File: config.mk
export PLATFORM = sky130hd
export DESIGN_NAME = lru_tag_store_flat
export DESIGN_NICKNAME = d
export VERILOG_FILES = /design/src/rtl/lts_pkg.sv /design/src/rtl/lts_req_if.sv /design/src/rtl/lts_rsp_if.sv /design/src/rtl/lts_ctrl.sv /design/src/rtl/lts_datapath.sv /design/src/rtl/lru_tag_store.sv /design/src/flat_wrapper.sv
export SDC_FILE = /design/constraint.sdc
export NUM_CORES = 2
export LEC_CHECK = 0
export ABC_AREA = 0
export BUFFER_PORTS_ARGS = -buffer_cell sky130_fd_sc_hd__clkbuf_2
export CAP_MARGIN = 30
export CORE_ASPECT_RATIO = 0.75
export CORE_MARGIN = 2
export CORE_UTILIZATION = 50
export CTS_BUF_LIST = sky130_fd_sc_hd__clkbuf_4 sky130_fd_sc_hd__clkbuf_8
export CTS_CLUSTER_DIAMETER = 60
export CTS_CLUSTER_SIZE = 8
export DETAILED_ROUTE_END_ITERATION = 12
export PLACE_DENSITY = 0.65
export SKIP_LAST_GASP = 1
export SLEW_MARGIN = 20
export SYNTH_ARGS = -nofsm -noshare
export SYNTH_HDL_FRONTEND = slang
export SYNTH_SLANG_ARGS = --single-unit
File: constraint.sdc
create_clock -name clk -period 15.88 [get_ports clk]
set_input_delay 1.588 -clock clk [delete_from_list [all_inputs] [get_ports clk]]
set_output_delay 1.588 -clock clk [all_outputs]
set_load 0.1 [all_outputs]
File: src/rtl/lts_pkg.sv
`timescale 1ns / 1ps

package lts_pkg;

  localparam int ENTRIES    = 16;
  localparam int KEY_BITS   = 64;
  localparam int STAMP_BITS = 32;
  localparam int LEN_BITS   = 17;
  localparam int SLOT_BITS  = $clog2(ENTRIES);
  localparam int COUNT_BITS = $clog2(ENTRIES + 1);

  // stamp minimum is taken in two registered levels: groups of four, then across groups
  localparam int GROUP_SIZE = 4;
  localparam int GROUPS     = (ENTRIES + GROUP_SIZE - 1) / GROUP_SIZE;

  localparam logic ACT_LOOKUP = 1'b0;
  localparam logic ACT_INSERT = 1'b1;

  typedef logic [KEY_BITS-1:0]   key_t;
  typedef logic [STAMP_BITS-1:0] stamp_t;
  typedef logic [LEN_BITS-1:0]   len_t;
  typedef logic [SLOT_BITS-1:0]  slot_t;
  typedef logic [COUNT_BITS-1:0] count_t;

  typedef struct packed {
    logic capture;
    logic compare;
    logic select;
    logic commit;
  } cmd_t;

endpackage

File: src/rtl/lts_req_if.sv
`timescale 1ns / 1ps

interface lts_req_if;
  logic          valid;
  logic          ready;
  logic          action;
  lts_pkg::key_t key;
  lts_pkg::len_t object_length;

  modport source (output valid, output action, output key, output object_length,
                  input ready);
  modport sink   (input valid, input action, input key, input object_length,
                  output ready);
endinterface

File: src/rtl/lts_rsp_if.sv
`timescale 1ns / 1ps

interface lts_rsp_if;
  logic           valid;
  logic           ready;
  logic           hit;
  lts_pkg::slot_t slot;
  lts_pkg::len_t  stored_length;
  logic           replaced;

  modport source (output valid, output hit, output slot, output stored_length,
                  output replaced, input ready);
  modport sink   (input valid, input hit, input slot, input stored_length,
                  input replaced, output ready);
endinterface

File: src/rtl/lts_ctrl.sv
`timescale 1ns / 1ps

module lts_ctrl (
  input  logic          clk,
  input  logic          rst,
  input  logic          in_valid,
  output logic          in_ready,
  output logic          out_valid,
  input  logic          out_ready,
  output lts_pkg::cmd_t cmd
);

  localparam logic [1:0] ST_IDLE = 2'd0;
  localparam logic [1:0] ST_CMP  = 2'd1;
  localparam logic [1:0] ST_SEL  = 2'd2;
  localparam logic [1:0] ST_UPD  = 2'd3;

  logic [1:0] state;
  logic [1:0] state_next;

  always_comb begin
    state_next  = state;
    cmd         = '0;
    in_ready    = 1'b0;
    case (state)
      ST_IDLE: begin
        in_ready = 1'b1;
        if (in_valid) begin
          cmd.capture = 1'b1;
          state_next  = ST_CMP;
        end
      end
      ST_CMP: begin
        cmd.compare = 1'b1;
        state_next  = ST_SEL;
      end
      ST_SEL: begin
        cmd.select = 1'b1;
        state_next = ST_UPD;
      end
      ST_UPD: begin
        // hold until the output register is free
        if (!out_valid || out_ready) begin
          cmd.commit = 1'b1;
          state_next = ST_IDLE;
        end
      end
      default: state_next = ST_IDLE;
    endcase
  end

  always_ff @(posedge clk) begin
    if (rst) begin
      state     <= ST_IDLE;
      out_valid <= 1'b0;
    end else begin
      state <= state_next;
      if (cmd.commit) begin
        out_valid <= 1'b1;
      end else if (out_ready) begin
        out_valid <= 1'b0;
      end
    end
  end

`ifndef ASSERT_OFF
  a_accept_starts: assert property (@(posedge clk) disable iff (rst)
    (in_valid && in_ready) |=> (state == ST_CMP))
    else $error("accepted transaction did not start compare");

  a_commit_room: assert property (@(posedge clk) disable iff (rst)
    cmd.commit |-> (!out_valid || out_ready))
    else $error("commit would overwrite a pending result");

  a_commit_shows: assert property (@(posedge clk) disable iff (rst)
    cmd.commit |=> out_valid)
    else $error("committed result not presented");

  a_valid_from_commit: assert property (@(posedge clk) disable iff (rst)
    $rose(out_valid) |-> $past(cmd.commit))
    else $error("result appeared without a commit");
`endif

endmodule

File: src/rtl/lts_datapath.sv
`timescale 1ns / 1ps

module lts_datapath (
  input  logic            clk,
  input  logic            rst,
  input  lts_pkg::cmd_t   cmd,
  input  logic            in_action,
  input  lts_pkg::key_t   in_key,
  input  lts_pkg::len_t   in_length,
  output logic            out_hit,
  output lts_pkg::slot_t  out_slot,
  output lts_pkg::len_t   out_length,
  output logic            out_replaced
);

  lts_pkg::key_t   entry_keys    [lts_pkg::ENTRIES];
  lts_pkg::len_t   entry_lengths [lts_pkg::ENTRIES];
  lts_pkg::stamp_t entry_stamps  [lts_pkg::ENTRIES];

  lts_pkg::count_t filled_count;
  lts_pkg::stamp_t stamp_counter;

  logic            req_action;
  lts_pkg::key_t   req_key;
  lts_pkg::len_t   req_length;

  logic [lts_pkg::ENTRIES-1:0] match;
  lts_pkg::stamp_t grp_stamp [lts_pkg::GROUPS];
  lts_pkg::slot_t  grp_slot  [lts_pkg::GROUPS];

  logic            hit;
  lts_pkg::slot_t  hit_slot;
  lts_pkg::slot_t  victim;

  logic [lts_pkg::ENTRIES-1:0] match_next;
  lts_pkg::stamp_t grp_stamp_next [lts_pkg::GROUPS];
  lts_pkg::slot_t  grp_slot_next  [lts_pkg::GROUPS];
  lts_pkg::slot_t  hit_slot_next;
  lts_pkg::slot_t  victim_next;
  lts_pkg::stamp_t best_stamp;

  logic            full;
  lts_pkg::slot_t  wr_slot;
  logic            do_write;

  assign full = (filled_count == lts_pkg::count_t'(lts_pkg::ENTRIES));

  // compare against filled slots only; first-level stamp minimum per group
  always_comb begin
    for (int i = 0; i < lts_pkg::ENTRIES; i++) begin
      match_next[i] = (lts_pkg::count_t'(i) < filled_count) && (entry_keys[i] == req_key);
    end
    for (int g = 0; g < lts_pkg::GROUPS; g++) begin
      grp_stamp_next[g] = entry_stamps[g * lts_pkg::GROUP_SIZE];
      grp_slot_next[g]  = lts_pkg::slot_t'(g * lts_pkg::GROUP_SIZE);
      for (int m = 1; m < lts_pkg::GROUP_SIZE; m++) begin
        if ((g * lts_pkg::GROUP_SIZE + m < lts_pkg::ENTRIES) &&
            (entry_stamps[g * lts_pkg::GROUP_SIZE + m] < grp_stamp_next[g])) begin
          grp_stamp_next[g] = entry_stamps[g * lts_pkg::GROUP_SIZE + m];
          grp_slot_next[g]  = lts_pkg::slot_t'(g * lts_pkg::GROUP_SIZE + m);
        end
      end
    end
  end

  // lowest matching slot; oldest group winner, ties to the lower slot
  always_comb begin
    hit_slot_next = '0;
    for (int i = lts_pkg::ENTRIES - 1; i >= 0; i--) begin
      if (match[i]) begin
        hit_slot_next = lts_pkg::slot_t'(i);
      end
    end
    best_stamp  = grp_stamp[0];
    victim_next = grp_slot[0];
    for (int g = 1; g < lts_pkg::GROUPS; g++) begin
      if (grp_stamp[g] < best_stamp) begin
        best_stamp  = grp_stamp[g];
        victim_next = grp_slot[g];
      end
    end
  end

  always_comb begin
    if (req_action == lts_pkg::ACT_INSERT) begin
      wr_slot = full ? victim : filled_count[lts_pkg::SLOT_BITS-1:0];
    end else begin
      wr_slot = hit_slot;
    end
    do_write = cmd.commit && (req_action == lts_pkg::ACT_INSERT);
  end

  always_ff @(posedge clk) begin
    if (cmd.capture) begin
      req_action <= in_action;
      req_key    <= in_key;
      req_length <= in_length;
    end
    if (cmd.compare) begin
      match     <= match_next;
      grp_stamp <= grp_stamp_next;
      grp_slot  <= grp_slot_next;
    end
    if (cmd.select) begin
      hit      <= |match;
      hit_slot <= hit_slot_next;
      victim   <= victim_next;
    end
    if (do_write) begin
      entry_keys[wr_slot]    <= req_key;
      entry_lengths[wr_slot] <= req_length;
    end
    if (cmd.commit && (do_write || hit)) begin
      entry_stamps[wr_slot] <= stamp_counter;
    end
    if (cmd.commit) begin
      if (req_action == lts_pkg::ACT_INSERT) begin
        out_hit      <= 1'b0;
        out_slot     <= wr_slot;
        out_length   <= req_length;
        out_replaced <= full;
      end else begin
        out_hit      <= hit;
        out_slot     <= hit ? hit_slot : '0;
        out_length   <= hit ? entry_lengths[hit_slot] : '0;
        out_replaced <= 1'b0;
      end
    end
  end

  always_ff @(posedge clk) begin
    if (rst) begin
      filled_count  <= '0;
      stamp_counter <= '0;
    end else if (cmd.commit) begin
      // a lookup miss leaves the counter alone
      if (do_write || hit) begin
        stamp_counter <= stamp_counter + 1'b1;
      end
      if (do_write && !full) begin
        filled_count <= filled_count + 1'b1;
      end
    end
  end

endmodule

File: src/rtl/lru_tag_store.sv
`timescale 1ns / 1ps

// Channel  Dir  Payload                                  Transfer
// req      in   action, key, object_length               valid && ready
// rsp      out  hit, slot, stored_length, replaced       valid && ready
//
// Each transaction steps through accept, key compare with group stamp minimum,
// final select and update; the compare and minimum registers make these separate steps.
// Reset clears the fill count, stamp counter, control state and output valid; entries need no clearing.
// The update cycle stalls while the previous result still sits in the output
// register; a new request is accepted while a finished result waits.
module lru_tag_store (
  input  logic       clk,
  input  logic       rst,
  lts_req_if.sink    req,
  lts_rsp_if.source  rsp
);

  lts_pkg::cmd_t cmd;

  lts_ctrl u_ctrl (
    .clk       (clk),
    .rst       (rst),
    .in_valid  (req.valid),
    .in_ready  (req.ready),
    .out_valid (rsp.valid),
    .out_ready (rsp.ready),
    .cmd       (cmd)
  );

  lts_datapath u_datapath (
    .clk          (clk),
    .rst          (rst),
    .cmd          (cmd),
    .in_action    (req.action),
    .in_key       (req.key),
    .in_length    (req.object_length),
    .out_hit      (rsp.hit),
    .out_slot     (rsp.slot),
    .out_length   (rsp.stored_length),
    .out_replaced (rsp.replaced)
  );

endmodule
File: src/flat_wrapper.sv
// flat-port wrapper written by rule: the top's interface ports become plain ports
module lru_tag_store_flat 
  (clk, rst, req_valid, req_action, req_key, req_object_length, req_ready, rsp_valid, rsp_hit, rsp_slot, rsp_stored_length, rsp_replaced, rsp_ready);
  lts_req_if req_i ();
  lts_rsp_if rsp_i ();
  input  logic clk;
  input  logic rst;
  input wire logic [$bits(req_i.valid)-1:0] req_valid;
  input wire logic [$bits(req_i.action)-1:0] req_action;
  input wire logic [$bits(req_i.key)-1:0] req_key;
  input wire logic [$bits(req_i.object_length)-1:0] req_object_length;
  output wire logic [$bits(req_i.ready)-1:0] req_ready;
  output wire logic [$bits(rsp_i.valid)-1:0] rsp_valid;
  output wire logic [$bits(rsp_i.hit)-1:0] rsp_hit;
  output wire logic [$bits(rsp_i.slot)-1:0] rsp_slot;
  output wire logic [$bits(rsp_i.stored_length)-1:0] rsp_stored_length;
  output wire logic [$bits(rsp_i.replaced)-1:0] rsp_replaced;
  input wire logic [$bits(rsp_i.ready)-1:0] rsp_ready;
  assign req_i.valid = req_valid;
  assign req_i.action = req_action;
  assign req_i.key = req_key;
  assign req_i.object_length = req_object_length;
  assign req_ready = req_i.ready;
  assign rsp_valid = rsp_i.valid;
  assign rsp_hit = rsp_i.hit;
  assign rsp_slot = rsp_i.slot;
  assign rsp_stored_length = rsp_i.stored_length;
  assign rsp_replaced = rsp_i.replaced;
  assign rsp_i.ready = rsp_ready;
  lru_tag_store u_core (.clk(clk), .rst(rst), .req(req_i), .rsp(rsp_i));
endmodule
==> impl_results.md <==
- Dominant cells by area after synthesis: edfxtp_1 65%, ha_1 6.1%, xor2_1 5.1%
- Largest net degree at the start of global routing: 71
- Final Hold Vio Count: 0
- DR pass1 iterations: 6
- Vias in the first global route: about 53,000
- Postcts setup bufs: 0
- Place WS: about 7300 ps
- Crit end category: flip-flop
- Clock power share: 28.6%
- Reg2reg end: u_core.u_datapath.grp_stamp[28]
- Largest fanout on the critical path: 23
- Post-CTS sizing: 0
- CP Launch Type: flip-flop
- Die X-Extent: about 510 um
- Clk_lat worst skew: ~1000 ps
- Switching Fraction: between 30% and 40%
- Final HPWL DP: between 150 and 200 mm
- Status: finished, final reports clean
- Synth Register Bits: between 2,000 and 2,500
- Pwr Density: roughly 130 nW/um2
- Vias per cell: about 5.9
- Setup ws final: just over 7000 ps
- Hold path endpoint: u_core.u_datapath.entry_keys[1][41]
- Crit Path Category: reg2reg
- Clk_skew: 123.9 ps
- Worst reg-to-reg path cell count: 31
- CTS hold repair buffers: 0
- Avg Synthesized Cell Area: around 15 um2
- Dominant synthesized flop cell: edfxtp_1
- Crit path DAT: 9510 ps
- Largest delay share family, worst path: simple AND/OR/NAND/NOR gates
- Most frequent cells after synthesis: 2,074 x edfxtp_1, 553 x xor2_1, 468 x ha_1
- DR iter-0 viols: 7,036
- Clock input transition at the sequential cells of the worst setup and hold paths: about 60 ps
- Overflow after GRT: 0
- Core Area: approximately 190,000 um2
- Yosys cell types: just over 80
- Ys async rst share: 0%
- R2r setup slk: 7100 ps
- CP Data Required Time: 16,610 ps
- Routability Congestion: about 0.92
- Critical hold path startpoint: u_core.u_datapath.req_key[41]
- Antenna violations before repair: 25
- Crit-path slowest cell: nor4_1
- P_sw: between 0.004 and 0.005 W
- Ports: ~110
- Syn Inst Count: about 6,300
- CTS sink count: between 2,000 and 2,500
- Worst Hold Class: reg2reg
- Yosys warnings: 0
- Max Cap Viol: 0
- Wire per inst: 27.94 um
- Num CTS Buffers: approximately 320
- Maximum clock path buffer count: 4
- Nets: 7,307
- Aggregate global-route resource usage: 26.79%
- DRC: 0
- # rows: approximately 140
- WHS Path Cells: 0
- Syn_nets: 6,891
- Post-route ant nets: 0
- Max-slew violation count: 0
- Sequential area share after synthesis: about 66%
- Slew headroom: roughly 28%
- Total Die Area: just under 200,000 um2
- Worst VDD drop: around 0.00016 V
- RSZ-0062 raised after global routing: no
- Synth area leader: edfxtp_1
- First-pass GRT wire length: between 300 and 400 mm
- Max H-tree Level: 5
- Fmax: approximately 0.11 GHz
- Internal: 0.009591 W
- Final setup TNS: 0 ps
- Setup-failing EPs final: 0
- Crit path time final: around 9000 ps
- CP max stage delay: 530 ps
- Synth top area share: 65.37%
- Slew @ Worst Pin: approximately 1100 ps
- Layout cells sized above 1: approximately an eighth
- CP bufs+invs: 4
- Vias: roughly 56,000
- Number of synthesized flops with an enable pin: between 2,000 and 2,500
- Initial cell density of the core: approximately half
- Most common cell in the synthesized netlist: edfxtp_1
- # port buffers: 110
- Root Driver: clkbuf_8
- Comb pwr share: 22.0%
- Leak pwr: 37.39 nW
- Cell Area, Synth: between 90,000 and 100,000 um2
- Final Cycle Share: between 50% and 60%
- Sum of routed wire length over all layers: 261.3 mm
- CTS tree: done
- Flop pwr share: 49.4%
- Die H: between 300 and 400 um
- Area Overhead vs Synth: 10.35%
- Worst r2r src: u_core.u_datapath.entry_stamps[13][23]
[worst max-delay path by stage]
stage                                                      start                             endpoint  slack [ps]  cells after the start
after floorplan                                        rsp_ready  u_core.u_datapath.entry_keys[12][0]        8560                      6
after global placement    u_core.u_datapath.entry_stamps[13][23]       u_core.u_datapath.grp_stamp[8]        7050                     30
after detailed placement  u_core.u_datapath.entry_stamps[13][23]      u_core.u_datapath.grp_stamp[28]        7260                     31
after CTS                 u_core.u_datapath.entry_stamps[13][19]      u_core.u_datapath.grp_stamp[28]        7210                     31
after global routing             u_core.u_datapath.grp_stamp[77]          u_core.u_datapath.victim[0]        6450                     31
final                     u_core.u_datapath.entry_stamps[13][23]      u_core.u_datapath.grp_stamp[28]        7100                     31
[layer usage]
layer	vias up	global-route usage, %	share of wire [%]
li1	24510	-	-
met1	27800	43.30	46
met2	2838	35.71	40
met3	372	6.509	11
met4	2	6.639	2.2
met5	-	0	0.0027
[power groups by stage]
stage	logic [W]	clock network (W)	registers (W)
global route	0.00327	0.00424	0.00684
global placement	0.00294	0	0.00693
CTS	0.00301	0.00402	0.00682
finish	0.00305	0.00395	0.00683
detailed placement	0.00299	0	0.00693
floorplan	0.00180	0	0.00696
[cell type report]
cell class                 instances  area, um2
multi-input combinational       3563      29910
inverter                         430       1614
sequential                      2114      63090
clock inverter                     9      95.09
fill                           14970      83940
tap                             2520       3153
clock buffer                     374       4822
antenna                           12      30.03
timing repair buffer             329       2422
[registers in the layout (all words and copies together) (netlist names), 2 cells and up]
name                             flops
u_core.u_datapath.entry_keys      1024
u_core.u_datapath.entry_stamps     512
u_core.u_datapath.entry_lengths    272
u_core.u_datapath.grp_stamp        128
u_core.u_datapath.req_key           64
u_core.u_datapath.stamp_counter     32
u_core.u_datapath.out_length        17
u_core.u_datapath.req_length        17
u_core.u_datapath.match             16
u_core.u_datapath.grp_slot           8
u_core.u_datapath.filled_count       5
u_core.u_datapath.hit_slot           4
u_core.u_datapath.out_slot           4
u_core.u_datapath.victim             4
u_core.u_ctrl.state                  2
[placed cells by master, fill, tap and decap left out, types with 16 or more instances in the layout]
| master | Yosys | layout |
|---|---|---|
| clkbuf_4 | 0 | 52 |
| xor2_1 | 553 | 553 |
| nand2b_1 | 18 | 18 |
| dfxtp_1 | 40 | 35 |
| o21a_1 | 17 | 16 |
| o22ai_1 | 23 | 23 |
| a21oi_1 | 211 | 211 |
| nor2b_1 | 26 | 25 |
| a21o_1 | 78 | 78 |
| o211ai_1 | 16 | 16 |
| buf_4 | 8 | 202 |
| nor3_1 | 53 | 52 |
| xnor2_1 | 426 | 426 |
| a221oi_1 | 19 | 19 |
| nor4_1 | 180 | 178 |
| clkbuf_8 | 0 | 322 |
| a31o_2 | 33 | 33 |
| and4_1 | 16 | 16 |
| a22o_1 | 19 | 19 |
| nand4_1 | 213 | 213 |
| edfxtp_1 | 2074 | 2074 |
| mux4_2 | 85 | 85 |
| nand2_1 | 189 | 187 |
| clkbuf_2 | 0 | 110 |
| mux2i_1 | 262 | 261 |
| o21ai_0 | 148 | 148 |
| a211oi_1 | 27 | 27 |
| nand3_1 | 51 | 50 |
| nor2_4 | 0 | 22 |
| mux2_1 | 58 | 58 |
| inv_1 | 429 | 428 |
| ha_1 | 468 | 467 |
| nor2_1 | 182 | 149 |
[cell families (layout without fill, tap and decap cells)]
kind of cell / count (synthesis) / count (layout) / share of synthesized area [%]
flip-flops: 2114 / 2114 / 66.21
AND/OR/NAND/NOR: 981 / 981 / 5.414
XOR/XNOR: 979 / 979 / 9.000
AO/OA/AOI/OAI: 716 / 716 / 4.912
buffers and inverters: 660 / 1142 / 2.708
adder cells (fa/ha/maj): 473 / 473 / 6.199
multiplexers: 414 / 414 / 5.554
other: 0 / 12 / 0
[through the flow]
step	total power (W)	hold WS (ps)	util, %	cells	area (um2)
floorplan	0.008764	508.3	-	6337	95270
global placement	0.009869	492.8	52.81	8940	99850
detailed placement	0.009917	496.5	52.92	8951	100100
CTS	0.01385	511.4	55.52	9334	105000
global route	0.01435	532.3	55.60	9344	105100
finish	0.01382	515.8	55.61	9351	105100
[worst reg2reg max path, delay by kind of cell, from the launching register on]
kind            cells  cell delay (ps)
flops               1              380
mux                 3             1050
simple gates        9             2610
compound gates     12             2390
fa+ha+maj           3              930
buf+inv             4             1150
(Power assumes the default switching activity.)
